$ cat config.mk
export PLATFORM = sky130hd
export DESIGN_NAME = weighted_round_robin_poll_scheduler
export DESIGN_NICKNAME = d
export VERILOG_FILES = /design/src/hw/rtl/wrrps_pkg.sv /design/src/hw/rtl/wrrps_weight_regs.sv /design/src/hw/rtl/wrrps_gcd_unit.sv /design/src/hw/rtl/weighted_round_robin_poll_scheduler.sv
export SDC_FILE = /design/constraint.sdc
export NUM_CORES = 1
export LEC_CHECK = 0
export BUFFER_PORTS_ARGS = -buffer_cell sky130_fd_sc_hd__buf_2
export CORE_ASPECT_RATIO = 0.7
export CORE_MARGIN = 2
export CORE_UTILIZATION = 30
export DETAILED_ROUTE_END_ITERATION = 7
export PLACE_DENSITY_LB_ADDON = 0.15
export SLEW_MARGIN = 20
export SYNTH_ARGS = -nofsm -noshare
export SYNTH_HDL_FRONTEND = slang
export SYNTH_SLANG_ARGS = --single-unit
$ cat constraint.sdc
create_clock -name clk_i -period 5 [get_ports clk_i]
set_input_delay 1 -clock clk_i [delete_from_list [all_inputs] [get_ports clk_i]]
set_output_delay 1 -clock clk_i [all_outputs]
set_load 0.1 [all_outputs]
$ cat src/hw/rtl/wrrps_pkg.sv
// ----------------------------------------------------------------------------
// wrrps_pkg: shared types and constants of the WRR poll scheduler
// Holds the sequencer state type, the GCD unit request and response
// bundles, and the fixed field widths.
// ----------------------------------------------------------------------------
package wrrps_pkg;

  localparam int unsigned WEIGHT_W  = 16;  // width of one weight register
  localparam int unsigned QIDX_W    = 3;   // width of the granted slot field
  localparam int unsigned CFG_IDX_W = 4;   // register index width, room for strays
  localparam int unsigned NUM_REGS  = 8;   // weight registers in the map
  localparam int unsigned SHIFT_W   = 4;   // common power-of-two count in GCD

  typedef enum logic [2:0] {
    ST_IDLE,
    ST_DERIVE,
    ST_GCD_WAIT,
    ST_CHECK,
    ST_SCAN,
    ST_EMIT
  } state_e;

  typedef struct packed {
    logic                start;
    logic [WEIGHT_W-1:0] a;
    logic [WEIGHT_W-1:0] b;
  } gcd_req_t;

  typedef struct packed {
    logic                done;
    logic [WEIGHT_W-1:0] result;
  } gcd_rsp_t;

endpackage

$ cat src/hw/rtl/wrrps_weight_regs.sv
// ----------------------------------------------------------------------------
// wrrps_weight_regs: weight register file
// Decodes configuration writes, stores one weight per implemented slot and
// flags every write that lands in the register map.
// ----------------------------------------------------------------------------
module wrrps_weight_regs #(
  parameter int unsigned NUM_QUEUES = 8
) (
  input  logic                                clk_i,
  input  logic                                rst_ni,
  input  logic                                cfg_we_i,
  input  logic [wrrps_pkg::CFG_IDX_W-1:0]     cfg_index_i,
  input  logic [wrrps_pkg::WEIGHT_W-1:0]      cfg_data_i,
  output logic [wrrps_pkg::WEIGHT_W-1:0]      weight_o [NUM_QUEUES],
  output logic                                cfg_hit_o
);

  logic [wrrps_pkg::WEIGHT_W-1:0] weight_q [NUM_QUEUES];

  // any index inside the map marks derived values stale, implemented or not
  assign cfg_hit_o = cfg_we_i &&
                     (cfg_index_i < wrrps_pkg::CFG_IDX_W'(wrrps_pkg::NUM_REGS));

  always_ff @(posedge clk_i or negedge rst_ni) begin
    if (!rst_ni) begin
      for (int s = 0; s < NUM_QUEUES; s++) begin
        weight_q[s] <= '0;
      end
    end else begin
      for (int s = 0; s < NUM_QUEUES; s++) begin
        if (cfg_we_i && (cfg_index_i == wrrps_pkg::CFG_IDX_W'(s))) begin
          weight_q[s] <= cfg_data_i;
        end
      end
    end
  end

  assign weight_o = weight_q;

endmodule

$ cat src/hw/rtl/wrrps_gcd_unit.sv
// ----------------------------------------------------------------------------
// wrrps_gcd_unit: iterative binary GCD
// Takes two nonzero weights and reduces them one shift or one subtract per
// cycle; done is high for one cycle with the divisor.
// ----------------------------------------------------------------------------
module wrrps_gcd_unit (
  input  logic                clk_i,
  input  logic                rst_ni,
  input  wrrps_pkg::gcd_req_t req_i,
  output wrrps_pkg::gcd_rsp_t rsp_o
);

  logic                            run_q, run_d;
  logic [wrrps_pkg::WEIGHT_W-1:0]  a_q, a_d;
  logic [wrrps_pkg::WEIGHT_W-1:0]  b_q, b_d;
  logic [wrrps_pkg::SHIFT_W-1:0]   k_q, k_d;
  logic                            finish;

  assign finish = run_q && ((a_q == '0) || (b_q == '0));

  always_comb begin
    run_d = run_q;
    a_d   = a_q;
    b_d   = b_q;
    k_d   = k_q;
    if (req_i.start) begin
      run_d = 1'b1;
      a_d   = req_i.a;
      b_d   = req_i.b;
      k_d   = '0;
    end else if (finish) begin
      run_d = 1'b0;
    end else if (run_q) begin
      if (!a_q[0] && !b_q[0]) begin
        // pull out a common factor of two
        a_d = a_q >> 1;
        b_d = b_q >> 1;
        k_d = k_q + 1'b1;
      end else if (!a_q[0]) begin
        a_d = a_q >> 1;
      end else if (!b_q[0]) begin
        b_d = b_q >> 1;
      end else if (a_q >= b_q) begin
        a_d = a_q - b_q;
      end else begin
        b_d = b_q - a_q;
      end
    end
  end

  always_ff @(posedge clk_i or negedge rst_ni) begin
    if (!rst_ni) begin
      run_q <= 1'b0;
      k_q   <= '0;
    end else begin
      run_q <= run_d;
      k_q   <= k_d;
    end
  end

  always_ff @(posedge clk_i) begin
    a_q <= a_d;
    b_q <= b_d;
  end

  assign rsp_o.done   = finish;
  assign rsp_o.result = wrrps_pkg::WEIGHT_W'((a_q | b_q) << k_q);

`ifndef SYNTH
  a_start_nonzero: assert property (@(posedge clk_i) disable iff (!rst_ni)
    req_i.start |-> ((req_i.a != '0) && (req_i.b != '0)))
    else $error("gcd started with a zero operand");

  a_start_idle: assert property (@(posedge clk_i) disable iff (!rst_ni)
    req_i.start |-> !run_q)
    else $error("gcd restarted while running");

  a_run_alive: assert property (@(posedge clk_i) disable iff (!rst_ni)
    run_q |-> ((a_q != '0) || (b_q != '0)))
    else $error("gcd operands both collapsed to zero");
`endif

endmodule

$ cat src/hw/rtl/weighted_round_robin_poll_scheduler.sv
// ----------------------------------------------------------------------------
// weighted_round_robin_poll_scheduler: weighted round robin poll grant
// Each poll item returns the next queue slot whose weight reaches the
// running current weight, stepping the current weight down by the weight
// GCD on every wrap to slot 0 and reloading it to the largest weight.
// ----------------------------------------------------------------------------
// Usage:
//   Write weights through cfg_we_i / cfg_index_i / cfg_data_i while idle;
//   index 0..7 is weight_q0..weight_q7, zero disables a slot, indexes past
//   seven are dropped. Any write in the map restarts the sequence and marks
//   the largest weight and the GCD stale.
//   Send a poll item on in_valid_i / in_ready_o with restart_i; one result
//   item comes back on out_valid_o / out_ready_i with queue_index_o,
//   none_enabled_o and round_start_o.
//   A poll goes through the check state, then the scan, which looks at one
//   slot after another (1 to 2*NUM_QUEUES+1 slots), then the emit state that
//   loads the output register; with no slot enrolled the scan is skipped. A
//   poll after reset or a weight write first walks every slot for the largest
//   weight and runs the binary GCD once per further enrolled slot.
//   in_ready_o is high only while the sequencer is idle; one item at a time.
//   Reset clears all weights, the current weight and the derived values;
//   the first poll then reports none_enabled.
//   A stalled receiver holds the result in the output register; the next
//   item is still taken and waits for that register before it is emitted.
// ----------------------------------------------------------------------------
module weighted_round_robin_poll_scheduler #(
  parameter int unsigned NUM_QUEUES = 8
) (
  input  logic                                clk_i,
  input  logic                                rst_ni,
  // configuration write port
  input  logic                                cfg_we_i,
  input  logic [wrrps_pkg::CFG_IDX_W-1:0]     cfg_index_i,
  input  logic [wrrps_pkg::WEIGHT_W-1:0]      cfg_data_i,
  // poll item
  input  logic                                in_valid_i,
  output logic                                in_ready_o,
  input  logic                                restart_i,
  // grant item
  output logic                                out_valid_o,
  input  logic                                out_ready_i,
  output logic [wrrps_pkg::QIDX_W-1:0]        queue_index_o,
  output logic                                none_enabled_o,
  output logic                                round_start_o
);

  localparam int unsigned IDX_W     = (NUM_QUEUES > 1) ? $clog2(NUM_QUEUES) : 1;
  localparam int unsigned ITER_W    = $clog2(2 * NUM_QUEUES + 1);
  localparam int unsigned LAST_SLOT = NUM_QUEUES - 1;
  localparam int unsigned ITER_LAST = 2 * NUM_QUEUES;

  // weight register file
  logic [wrrps_pkg::WEIGHT_W-1:0] weight [NUM_QUEUES];
  logic                           cfg_hit;

  wrrps_weight_regs #(
    .NUM_QUEUES (NUM_QUEUES)
  ) u_regs (
    .clk_i       (clk_i),
    .rst_ni      (rst_ni),
    .cfg_we_i    (cfg_we_i),
    .cfg_index_i (cfg_index_i),
    .cfg_data_i  (cfg_data_i),
    .weight_o    (weight),
    .cfg_hit_o   (cfg_hit)
  );

  // shared GCD unit
  wrrps_pkg::gcd_req_t gcd_req;
  wrrps_pkg::gcd_rsp_t gcd_rsp;

  wrrps_gcd_unit u_gcd (
    .clk_i  (clk_i),
    .rst_ni (rst_ni),
    .req_i  (gcd_req),
    .rsp_o  (gcd_rsp)
  );

  // sequencer and architectural state
  wrrps_pkg::state_e              state_q, state_d;
  logic [wrrps_pkg::WEIGHT_W-1:0] cw_q, cw_d;          // current weight
  logic [IDX_W-1:0]               last_q, last_d;      // last granted slot
  logic [wrrps_pkg::WEIGHT_W-1:0] max_q, max_d;
  logic [wrrps_pkg::WEIGHT_W-1:0] gcd_q, gcd_d;
  logic                           derived_q, derived_d;
  logic [IDX_W-1:0]               ptr_q, ptr_d;        // slot under the walk or scan
  logic [ITER_W-1:0]              iter_q, iter_d;
  logic                           rel_q, rel_d;        // reloaded during this scan
  // pending result and output register
  logic [IDX_W-1:0]               res_idx_q, res_idx_d;
  logic                           res_none_q, res_none_d;
  logic                           res_round_q, res_round_d;
  logic                           out_valid_q, out_valid_d;
  logic [wrrps_pkg::QIDX_W-1:0]   out_idx_q, out_idx_d;
  logic                           out_none_q, out_none_d;
  logic                           out_round_q, out_round_d;

  logic                           in_fire;
  logic                           out_free;
  logic [wrrps_pkg::WEIGHT_W-1:0] w_sel;
  logic [IDX_W-1:0]               ptr_next;
  logic [IDX_W-1:0]               last_next;
  logic                           ptr_at_last;
  logic                           reload;
  logic [wrrps_pkg::WEIGHT_W-1:0] cw_eff;
  logic                           hit;
  logic                           scan_end;
  logic                           gcd_launch;

  assign in_ready_o = (state_q == wrrps_pkg::ST_IDLE);
  assign in_fire    = in_valid_i && in_ready_o;
  assign out_free   = !out_valid_q || out_ready_i;

  // one weight read port, shared by the max walk and the scan
  assign w_sel       = weight[ptr_q];
  assign ptr_at_last = (ptr_q == IDX_W'(LAST_SLOT));
  assign ptr_next    = ptr_at_last ? '0 : ptr_q + 1'b1;
  assign last_next   = (last_q == IDX_W'(LAST_SLOT)) ? '0 : last_q + 1'b1;

  // step the current weight on a wrap to slot 0, reload at or below the divisor
  always_comb begin
    reload = 1'b0;
    cw_eff = cw_q;
    if (ptr_q == '0) begin
      if (cw_q <= gcd_q) begin
        reload = 1'b1;
        cw_eff = max_q;
      end else begin
        cw_eff = cw_q - gcd_q;
      end
    end
  end

  assign hit        = (w_sel != '0) && (w_sel >= cw_eff);
  assign scan_end   = hit || (iter_q == ITER_W'(ITER_LAST));
  assign gcd_launch = (w_sel != '0) && (gcd_q != '0);

  // next state
  always_comb begin
    state_d = state_q;
    case (state_q)
      wrrps_pkg::ST_IDLE: begin
        if (in_fire) begin
          state_d = derived_q ? wrrps_pkg::ST_CHECK : wrrps_pkg::ST_DERIVE;
        end
      end
      wrrps_pkg::ST_DERIVE: begin
        if (gcd_launch) begin
          state_d = wrrps_pkg::ST_GCD_WAIT;
        end else if (ptr_at_last) begin
          state_d = wrrps_pkg::ST_CHECK;
        end
      end
      wrrps_pkg::ST_GCD_WAIT: begin
        if (gcd_rsp.done) begin
          state_d = ptr_at_last ? wrrps_pkg::ST_CHECK : wrrps_pkg::ST_DERIVE;
        end
      end
      wrrps_pkg::ST_CHECK: begin
        state_d = (max_q == '0) ? wrrps_pkg::ST_EMIT : wrrps_pkg::ST_SCAN;
      end
      wrrps_pkg::ST_SCAN: begin
        if (scan_end) begin
          state_d = wrrps_pkg::ST_EMIT;
        end
      end
      wrrps_pkg::ST_EMIT: begin
        if (out_free) begin
          state_d = wrrps_pkg::ST_IDLE;
        end
      end
      default: begin
        state_d = wrrps_pkg::ST_IDLE;
      end
    endcase
  end

  // datapath and outputs
  always_comb begin
    cw_d        = cw_q;
    last_d      = last_q;
    max_d       = max_q;
    gcd_d       = gcd_q;
    derived_d   = derived_q;
    ptr_d       = ptr_q;
    iter_d      = iter_q;
    rel_d       = rel_q;
    res_idx_d   = res_idx_q;
    res_none_d  = res_none_q;
    res_round_d = res_round_q;
    out_idx_d   = out_idx_q;
    out_none_d  = out_none_q;
    out_round_d = out_round_q;
    out_valid_d = out_valid_q && !out_ready_i;
    gcd_req.start = 1'b0;
    gcd_req.a     = gcd_q;
    gcd_req.b     = w_sel;

    case (state_q)
      wrrps_pkg::ST_IDLE: begin
        if (cfg_hit) begin
          // a weight write restarts the sequence and drops the derived values
          cw_d      = '0;
          last_d    = IDX_W'(LAST_SLOT);
          derived_d = 1'b0;
        end
        if (in_fire) begin
          if (restart_i) begin
            cw_d   = '0;
            last_d = IDX_W'(LAST_SLOT);
          end
          if (!derived_q) begin
            ptr_d = '0;
            max_d = '0;
            gcd_d = '0;
          end
        end
      end
      wrrps_pkg::ST_DERIVE: begin
        if (w_sel != '0) begin
          if (w_sel > max_q) begin
            max_d = w_sel;
          end
          if (gcd_q == '0) begin
            gcd_d = w_sel;
          end
        end
        if (gcd_launch) begin
          gcd_req.start = 1'b1;
        end else if (ptr_at_last) begin
          derived_d = 1'b1;
        end else begin
          ptr_d = ptr_next;
        end
      end
      wrrps_pkg::ST_GCD_WAIT: begin
        if (gcd_rsp.done) begin
          gcd_d = gcd_rsp.result;
          if (ptr_at_last) begin
            derived_d = 1'b1;
          end else begin
            ptr_d = ptr_next;
          end
        end
      end
      wrrps_pkg::ST_CHECK: begin
        if (max_q == '0) begin
          // nothing enrolled: report it and leave the sequence alone
          res_idx_d   = '0;
          res_none_d  = 1'b1;
          res_round_d = 1'b0;
        end else begin
          ptr_d  = last_next;
          iter_d = '0;
          rel_d  = 1'b0;
        end
      end
      wrrps_pkg::ST_SCAN: begin
        cw_d  = cw_eff;
        rel_d = rel_q || reload;
        if (scan_end) begin
          last_d      = ptr_q;
          res_idx_d   = ptr_q;
          res_none_d  = 1'b0;
          res_round_d = rel_q || reload;
        end else begin
          ptr_d  = ptr_next;
          iter_d = iter_q + 1'b1;
        end
      end
      wrrps_pkg::ST_EMIT: begin
        if (out_free) begin
          out_valid_d = 1'b1;
          out_idx_d   = wrrps_pkg::QIDX_W'(res_idx_q);
          out_none_d  = res_none_q;
          out_round_d = res_round_q;
        end
      end
      default: begin
        out_valid_d = out_valid_q && !out_ready_i;
      end
    endcase
  end

  always_ff @(posedge clk_i or negedge rst_ni) begin
    if (!rst_ni) begin
      state_q     <= wrrps_pkg::ST_IDLE;
      cw_q        <= '0;
      last_q      <= IDX_W'(LAST_SLOT);
      max_q       <= '0;
      gcd_q       <= '0;
      derived_q   <= 1'b0;
      ptr_q       <= '0;
      iter_q      <= '0;
      rel_q       <= 1'b0;
      out_valid_q <= 1'b0;
    end else begin
      state_q     <= state_d;
      cw_q        <= cw_d;
      last_q      <= last_d;
      max_q       <= max_d;
      gcd_q       <= gcd_d;
      derived_q   <= derived_d;
      ptr_q       <= ptr_d;
      iter_q      <= iter_d;
      rel_q       <= rel_d;
      out_valid_q <= out_valid_d;
    end
  end

  // payload registers hold their item, no reset needed
  always_ff @(posedge clk_i) begin
    res_idx_q   <= res_idx_d;
    res_none_q  <= res_none_d;
    res_round_q <= res_round_d;
    out_idx_q   <= out_idx_d;
    out_none_q  <= out_none_d;
    out_round_q <= out_round_d;
  end

  assign out_valid_o    = out_valid_q;
  assign queue_index_o  = out_idx_q;
  assign none_enabled_o = out_none_q;
  assign round_start_o  = out_round_q;

`ifndef SYNTH
  a_scan_needs_weights: assert property (@(posedge clk_i) disable iff (!rst_ni)
    (state_q == wrrps_pkg::ST_SCAN) |-> ((max_q != '0) && (gcd_q != '0)))
    else $error("scan entered without derived weights");

  a_none_result: assert property (@(posedge clk_i) disable iff (!rst_ni)
    (out_valid_o && none_enabled_o) |-> ((queue_index_o == '0) && !round_start_o))
    else $error("none_enabled item carries a grant");

  a_grant_in_range: assert property (@(posedge clk_i) disable iff (!rst_ni)
    (out_valid_o && !none_enabled_o) |->
      (queue_index_o <= wrrps_pkg::QIDX_W'(LAST_SLOT)))
    else $error("granted slot beyond the implemented queues");

  a_one_at_a_time: assert property (@(posedge clk_i) disable iff (!rst_ni)
    in_fire |=> !in_ready_o)
    else $error("second item taken while the first is at work");
`endif

endmodule

After elaboration in Yosys (flattened, before gate mapping)
Cells that the tools add are included.
{ "totals": {"regBits": 240, "in_bits": 26, "output_inout_bits": 7, "word_cells": 222} }
{ "classes": {"n_addsub": 7, "magnitude_cmp": 6, "n_eq_ne": 33, "n_shift": 1, "mux": 87, "bitwise": 2, "reduce_logical": 56} }
{ "op_table": {"columns": ["cell", "count"], "rows": [
  ["16-bit two-way mux", 28],
  ["16-bit zero test", 4],
  ["16-bit case mux with 2 select lines", 2],
  ["3-bit two-way mux", 20],
  ["16-bit binary-select mux with 3-bit select", 1],
  ["16-bit case mux with 3 select lines", 1],
  ["16-bit subtractor", 3],
  ["16-bit greater-or-equal comparator", 2],
  ["16-bit nonzero test", 2],
  ["2-bit inequality test (second input constant)", 11],
  ["1-bit two-way mux", 18],
  ["3-bit case mux with 6 select lines", 1],
  ["4-bit by 3-bit == test with 1-bit output (second input constant)", 4],
  ["16-bit greater-than comparator", 1],
  ["16-bit less-or-equal comparator", 1],
  ["4-bit two-way mux", 4],
  ["16-bit OR", 1],
  ["16-bit by 4-bit left shift with 16-bit output", 1],
  ["1-bit logical AND", 15],
  ["3-bit case mux with 5 select lines", 1],
  ["3-bit == test (second input constant)", 4],
  ["4-bit inequality test (second input constant)", 3],
  ["3-bit case mux with 2 select lines", 2],
  ["3-bit AND reduction", 4],
  ["other kinds (30)", 58]
]} }

Logic depth before layout (Yosys ltp)
{ "depth": {"depth_word": 10, "depth_mapped": 22, "depth_no_buf": 21} }

By module
From an unflattened synthesis, not the netlist that was laid out.
{ "hier_totals": {"hier_cells": 1595, "hier_area_um2": 16279.4} }
{ "by_module_without_submodules": {"columns": ["module", "instances", "cells_each", "area_per_inst_um2", "seq_area_each_um2"], "rows": [
  ["weighted_round_robin_poll_scheduler", 1, 756, 6817.8, 1930.6],
  ["wrrps_weight_regs", 1, 280, 4966.0, 3203.1],
  ["wrrps_gcd_unit", 1, 559, 4495.6, 1086.0]
]} }

Worst setup path before layout
Ideal clock, no wire load.
{ "synth_path": {"path_type": "flip-flop to flip-flop", "start": "register cw_q[0] (netlist bit)", "end": "register ptr_q[0]", "setup_time_ns": 0.125, "arrival_ns": 4.866, "required_ns": 4.875, "setup_slack_ns": 0.009, "path_stages_with_launch": 23, "path_buffers": 1, "period_less_slack_ns": 4.991, "path_cell_list": "dfrtp_1 inv_1 ha_1 inv_1 fa_1 a21o_1 a221oi_1 o21ai_0 a221oi_1 a31oi_1 clkbuf_1 nor2_1 nor2_1 o2bb2ai_1 ha_1 a21o_1 a211oi_1 a21oi_1 a21oi_1 a31o_2 a21oi_1 or4_4 mux2_4"} }
{ "synth_via": {"elab_chain_cells": 8, "elab_cells_between_ends": 9, "classes_between": "1 x add/sub; 2 x order compare; 1 x eq/ne; 2 x mux; 3 x reduce/logical"} }
{ "synth_lines": {"columns": ["element", "line", "rtl"], "rows": [
  ["start, declared", "weighted_round_robin_poll_scheduler.sv:81", "logic [wrrps_pkg::WEIGHT_W-1:0] cw_q, cw_d;"],
  ["start signal, assigned", "weighted_round_robin_poll_scheduler.sv:299", "cw_q <= cw_d;"],
  ["16-bit subtractor / 16-bit less-or-equal comparator (equally long branches)", "weighted_round_robin_poll_scheduler.sv:129, weighted_round_robin_poll_scheduler.sv:125", null],
  ["16-bit two-way mux", "weighted_round_robin_poll_scheduler.sv:125", "if (cw_q <= gcd_q) begin"],
  ["16-bit two-way mux (*)", "weighted_round_robin_poll_scheduler.sv:124", "if (ptr_q == '0) begin"],
  ["16-bit greater-or-equal comparator (*)", "weighted_round_robin_poll_scheduler.sv:134", "assign hit = (w_sel != '0) && (w_sel >= cw_eff);"],
  ["1-bit logical AND (*)", "weighted_round_robin_poll_scheduler.sv:134", null],
  ["1-bit logical OR (*)", "weighted_round_robin_poll_scheduler.sv:135", "assign scan_end = hit || (iter_q == ITER_W'(ITER_LAST));"],
  ["2-bit inequality test (no source line) (*)", null, null],
  ["7-bit AND reduction (no source line) (*)", null, null],
  ["end signal, assigned", "weighted_round_robin_poll_scheduler.sv:304", "ptr_q <= ptr_d;"],
  ["end, declared", "weighted_round_robin_poll_scheduler.sv:86", "logic [IDX_W-1:0] ptr_q, ptr_d;"]
]} }
Mark *: on every way between the ends. The rest lies on a longest branch, timed or not.
A chain may end at the register's enable or synchronous reset.

Final worst setup path
{ "layout_path": {"start": "register cw_q[0] (netlist bit)", "end": "register ptr_q[2]"} }
Same word-level chain as after synthesis.

==> Implementation_results.wiki <==
{| class="wikitable"
! Metric !! Value
|-
| Iter 0 DRT Violations || 976
|-
| Via count || 12,266
|-
| Per-cell via count in the routed design || 5.44
|-
| Worst EP arrival || 5.23 ns
|-
| Cell type group with the largest total delay on the critical path || compound AO/OA/AOI/OAI gates
|-
| Worst Path Buf+Inv || 4
|-
| Final layout net count || 1,683
|-
| Number of buffers inserted for hold repair after clock tree synthesis || 0
|-
| Number of global-route vias before repair || 11,886
|-
| Num Clock Sinks || 240
|-
| Std-Cell Core Area || 51,800 um2
|-
| CTS clk-pin slew, worst paths || 0.07 ns
|-
| Antenna violations before repair || 0
|-
| Synth cell types || 79
|-
| Post-Place Cell Area || 17,000 um2
|-
| Share of synthesized area spent on multiplexers || 18.8%
|-
| Synth warnings || 0
|-
| Fraction of layout cells with a size suffix above 1 || 23.3%
|-
| Layout fillers || 5,242
|-
| Max Slew Vio Count || 0
|-
| Clk buf depth || 3
|-
| Mapped Area || 15,700 um2
|-
| Internal reg-to-reg setup slack || 0.22 ns
|-
| Final setup skew || 0.0198 ns
|-
| Antenna Nets Post-Route || 0
|-
| EDFF count, synth || 42
|-
| Met2 capacity usage during global routing || 23.9%
|-
| Final standard cell area without fillers || 18,000 um2
|-
| Combinational family with the most area after synthesis || multiplexers
|-
| Fmax achieved || 0.209 GHz
|-
| Most used flip-flop cell after synthesis || sky130_fd_sc_hd__dfrtp_1
|-
| Row count || 70
|-
| Leakage Power || 7.88 nW
|-
| Share of flip-flops with an asynchronous set or reset || 82.5%
|-
| Max FO, Critical Path || 10
|-
| DRC errors left || 0
|-
| Global-route wire length before repair || 78,400 um
|-
| Pwr per Cell Area || 293 nW/um2
|-
| Setup crit end kind || flip-flop
|-
| Gate count of the mapped netlist || 1,491
|-
| Setup slack after placement || -0.164 ns
|-
| First-pass iteration count of the detailed router || 7
|-
| Starting utilization of the core area || 30.2%
|-
| Pin count of the biggest net entering global routing || 110
|-
| Layout Area Growth over Synthesis || 14.7%
|-
| Fraction of the yosys area taken by sequential cells || 39.7%
|-
| Global route overflow || 0
|-
| Synth Area in Compound Gates || 14.4%
|-
| Weighted congestion at the end of routability-driven global placement || 0.878
|-
| H-tree depth || 1
|-
| Data required time at the worst endpoint || 5.45 ns
|-
| Number of flip-flops and latches in the synthesized netlist || 240
|-
| Routed wire per std cell || 22.8 um
|-
| Avg Inst Size Synth || 10.5 um2
|-
| Min-delay worst type || reg -> reg
|-
| Cell chain of the critical path || inv_1 > ha_1 > inv_1 > fa_2 > a21o_1 > a221oi_2 > buf_4 > o21ai_2 > a221oi_2 > a31oi_2 > buf_12 > mux2i_2 > nor2_1 > a21oi_1 > ha_1 > a21o_1 > a31oi_1 > o211ai_1 > a21oi_2 > a31o_2 > a21oi_1 > or4_4 > mux2_4
|-
| Die outline area || 54,100 um2
|-
| Setup slack of the critical path after layout || 0.219 ns
|-
| Final Cycle Share || 95.6%
|-
| Quantity of I/O buffers inserted on ports || 32
|-
| Post-synthesis share of cell area spent on full adders, half adders and majority gates || 8.69%
|-
| TritonCTS clock tree || yes
|-
| Accumulated negative setup slack || 0 ns
|-
| Max VDD drop || 260 uV
|-
| Status || finished clean
|-
| Clock period minus final worst setup slack || 4.78 ns
|-
| Met3 track demand over resource in global routing || 2.98%
|-
| Global routing's busiest layer || met1
|-
| Rel. slew slack || 26.8%
|-
| Post-synthesis simple-gate area fraction || 11.7%
|-
| Number of buffers created by CTS || 27
|-
| Setup Viol. Count Final || 0
|-
| Boundary Pins || 33
|-
| Clock tree root driver cell || sky130_fd_sc_hd__clkbuf_16
|-
| Worst Setup Start Kind || flip-flop
|-
| Setup repair after global routing missed its margin || false
|-
| Critical Setup Path Class || reg -> reg
|-
| Antenna cells || 0
|-
| Met1 capacity usage during global routing || 32.9%
|-
| Height of the die || 195 um
|-
| Die X-Extent || 277 um
|-
| Tightest Pin Transition || 1.09 ns
|-
| HPWL after DPL || 39,200 um
|-
| Xor and xnor area share after synthesis || 2.13%
|-
| Clock Latency Late Sink || 0.58 ns
|-
| Gr usage total || 19.0%
|-
| Largest stage delay on the critical path || 0.47 ns
|-
| Cell at the slowest stage of the critical path || sky130_fd_sc_hd__or4_4
|-
| Power, Total || 5.27 mW
|-
| Sum of routed wire length over all layers || 51,500 um
|-
| Endpoints failing hold || 0
|-
| Max-capacitance violation count || 0
|-
| Post-synth net total || 1,624
|}
-- cell type report --
type,instances,area (um2),share of cell area [%]
multi-input cells,1075,8820,49.1
flip-flops and latches,240,6220,34.6
well taps,684,856,4.76
clock buffers,35,788,4.39
repair buffers,100,729,4.06
inverters,106,398,2.21
clock inverters,15,151,0.843
-- placed cells by master, fill, tap and decap left out, types with 7 or more instances in the layout --
cell and instances:
sky130_fd_sc_hd__nand2_1 63, sky130_fd_sc_hd__mux2i_1 51, sky130_fd_sc_hd__buf_2 31, sky130_fd_sc_hd__or2_2 9, sky130_fd_sc_hd__nor3_1 24, sky130_fd_sc_hd__nor2b_1 22
sky130_fd_sc_hd__mux2_1 10, sky130_fd_sc_hd__mux4_2 30, sky130_fd_sc_hd__mux2_2 143, sky130_fd_sc_hd__inv_1 105, sky130_fd_sc_hd__edfxtp_1 42, sky130_fd_sc_hd__dfrtp_1 193
sky130_fd_sc_hd__a311oi_1 7, sky130_fd_sc_hd__and2_1 8, sky130_fd_sc_hd__clkbuf_16 29, sky130_fd_sc_hd__buf_4 64, sky130_fd_sc_hd__nand3_1 19, sky130_fd_sc_hd__o21ai_0 40
sky130_fd_sc_hd__nand4_1 15, sky130_fd_sc_hd__a211oi_1 10, sky130_fd_sc_hd__o2bb2ai_1 14, sky130_fd_sc_hd__a221oi_1 27, sky130_fd_sc_hd__xnor2_1 28, sky130_fd_sc_hd__xor2_1 10
sky130_fd_sc_hd__or4_1 9, sky130_fd_sc_hd__clkinv_2 8, sky130_fd_sc_hd__ha_1 104, sky130_fd_sc_hd__o21bai_1 7, sky130_fd_sc_hd__nor4_1 33, sky130_fd_sc_hd__nand2b_1 24
sky130_fd_sc_hd__or3_1 11, sky130_fd_sc_hd__o22ai_1 17, sky130_fd_sc_hd__a21oi_1 100, sky130_fd_sc_hd__nor2_1 100, sky130_fd_sc_hd__a21o_1 21
-- per-stage QoR --
stage | util, % | hold slack, ns | std cells
after floorplan | - | 0.400 | 1491
after global placement | 32.8 | 0.407 | 2205
after detailed placement | 32.8 | 0.409 | 2205
after CTS | 34.6 | 0.423 | 2255
after global routing | 34.6 | 0.449 | 2255
final | 34.6 | 0.427 | 2255
-- kinds of logic after synthesis --
logic type,count (synthesis)
and+or+nand+nor,362
AOI/OAI and AO/OA,331
DFF,240
muxes,237
buffers and inverters,176
adders and majority gates,107
xor gates and xnor gates,38
-- metal layers --
metal | wire length, um | vias up
li1 | - | 5662
met1 | 29000 | 6280
met2 | 19100 | 281
met3 | 2780 | 43
met4 | 564 | 0
met5 | 0 | -
-- sequential cells by signal, indices dropped and copies added (netlist names), 4 cells and up --
register / cells
u_regs.weight_o: 128
gcd_q: 16
cw_q: 16
u_gcd.a_q: 16
u_gcd.b_q: 16
max_q: 16
iter_q: 5
u_gcd.k_q: 4
-- synthesized netlist by cell type (8+ instances only) --
master,n,area share (%)
sky130_fd_sc_hd__a211oi_1,12,0.58
sky130_fd_sc_hd__a21o_1,21,1.0
sky130_fd_sc_hd__a21oi_1,102,3.3
sky130_fd_sc_hd__a221oi_1,29,1.6
sky130_fd_sc_hd__and2_1,8,0.32
sky130_fd_sc_hd__buf_1,12,0.29
sky130_fd_sc_hd__clkbuf_1,48,1.2
sky130_fd_sc_hd__dfrtp_1,195,31
sky130_fd_sc_hd__edfxtp_1,42,8.1
sky130_fd_sc_hd__ha_1,104,8.3
sky130_fd_sc_hd__inv_1,105,2.5
sky130_fd_sc_hd__mux2_1,10,0.72
sky130_fd_sc_hd__mux2_2,143,10
sky130_fd_sc_hd__mux2i_1,52,3.3
sky130_fd_sc_hd__mux4_2,30,4.3
sky130_fd_sc_hd__nand2_1,63,1.5
sky130_fd_sc_hd__nand2b_1,24,0.96
sky130_fd_sc_hd__nand3_1,19,0.61
sky130_fd_sc_hd__nand4_1,15,0.60
sky130_fd_sc_hd__nor2_1,103,2.5
sky130_fd_sc_hd__nor2b_1,22,0.88
sky130_fd_sc_hd__nor3_1,25,0.80
sky130_fd_sc_hd__nor4_1,33,1.3
sky130_fd_sc_hd__o21ai_0,43,1.4
sky130_fd_sc_hd__o22ai_1,17,0.68
sky130_fd_sc_hd__o2bb2ai_1,14,0.78
sky130_fd_sc_hd__or2_2,9,0.36
sky130_fd_sc_hd__or3_1,11,0.44
sky130_fd_sc_hd__or4_1,9,0.43
sky130_fd_sc_hd__xnor2_1,28,1.6
sky130_fd_sc_hd__xor2_1,10,0.56
-- where the power goes --
part | leakage (nW) | switching [mW] | total [mW] | internal, mW
logic | 4.75 | 0.373 | 0.748 | 0.376
registers | 2.66 | 0.174 | 2.40 | 2.23
clock network | 0.471 | 0.896 | 2.12 | 1.23
-- path summary, 6_finish.rpt --
kind | cells after the start | endpoint | startpoint
hold reg to reg | 0 | none_enabled_o$_DFFE_PP_ | res_none_q$_DFFE_PP_
hold / removal | 0 | none_enabled_o$_DFFE_PP_ | res_none_q$_DFFE_PP_
setup / recovery | 23 | ptr_q[2]$_DFFE_PN0P_ | cw_q[0]$_DFFE_PN0P_
setup reg to reg | 23 | ptr_q[2]$_DFFE_PN0P_ | cw_q[0]$_DFFE_PN0P_
max in group asynchronous | 2 | ptr_q[2]$_DFFE_PN0P_ | rst_ni
min in group asynchronous | 1 | iter_q[4]$_DFFE_PN0P_ | rst_ni
-- what timing repair did --
action | 4_1_cts | 5_1_grt
pin swaps | 1 | 4
gates resized for setup | 4 | 9
buffers inserted | 0 | 0
endpoints found under the setup margin | 3 | 10
Power figures use the tool's default switching activity.
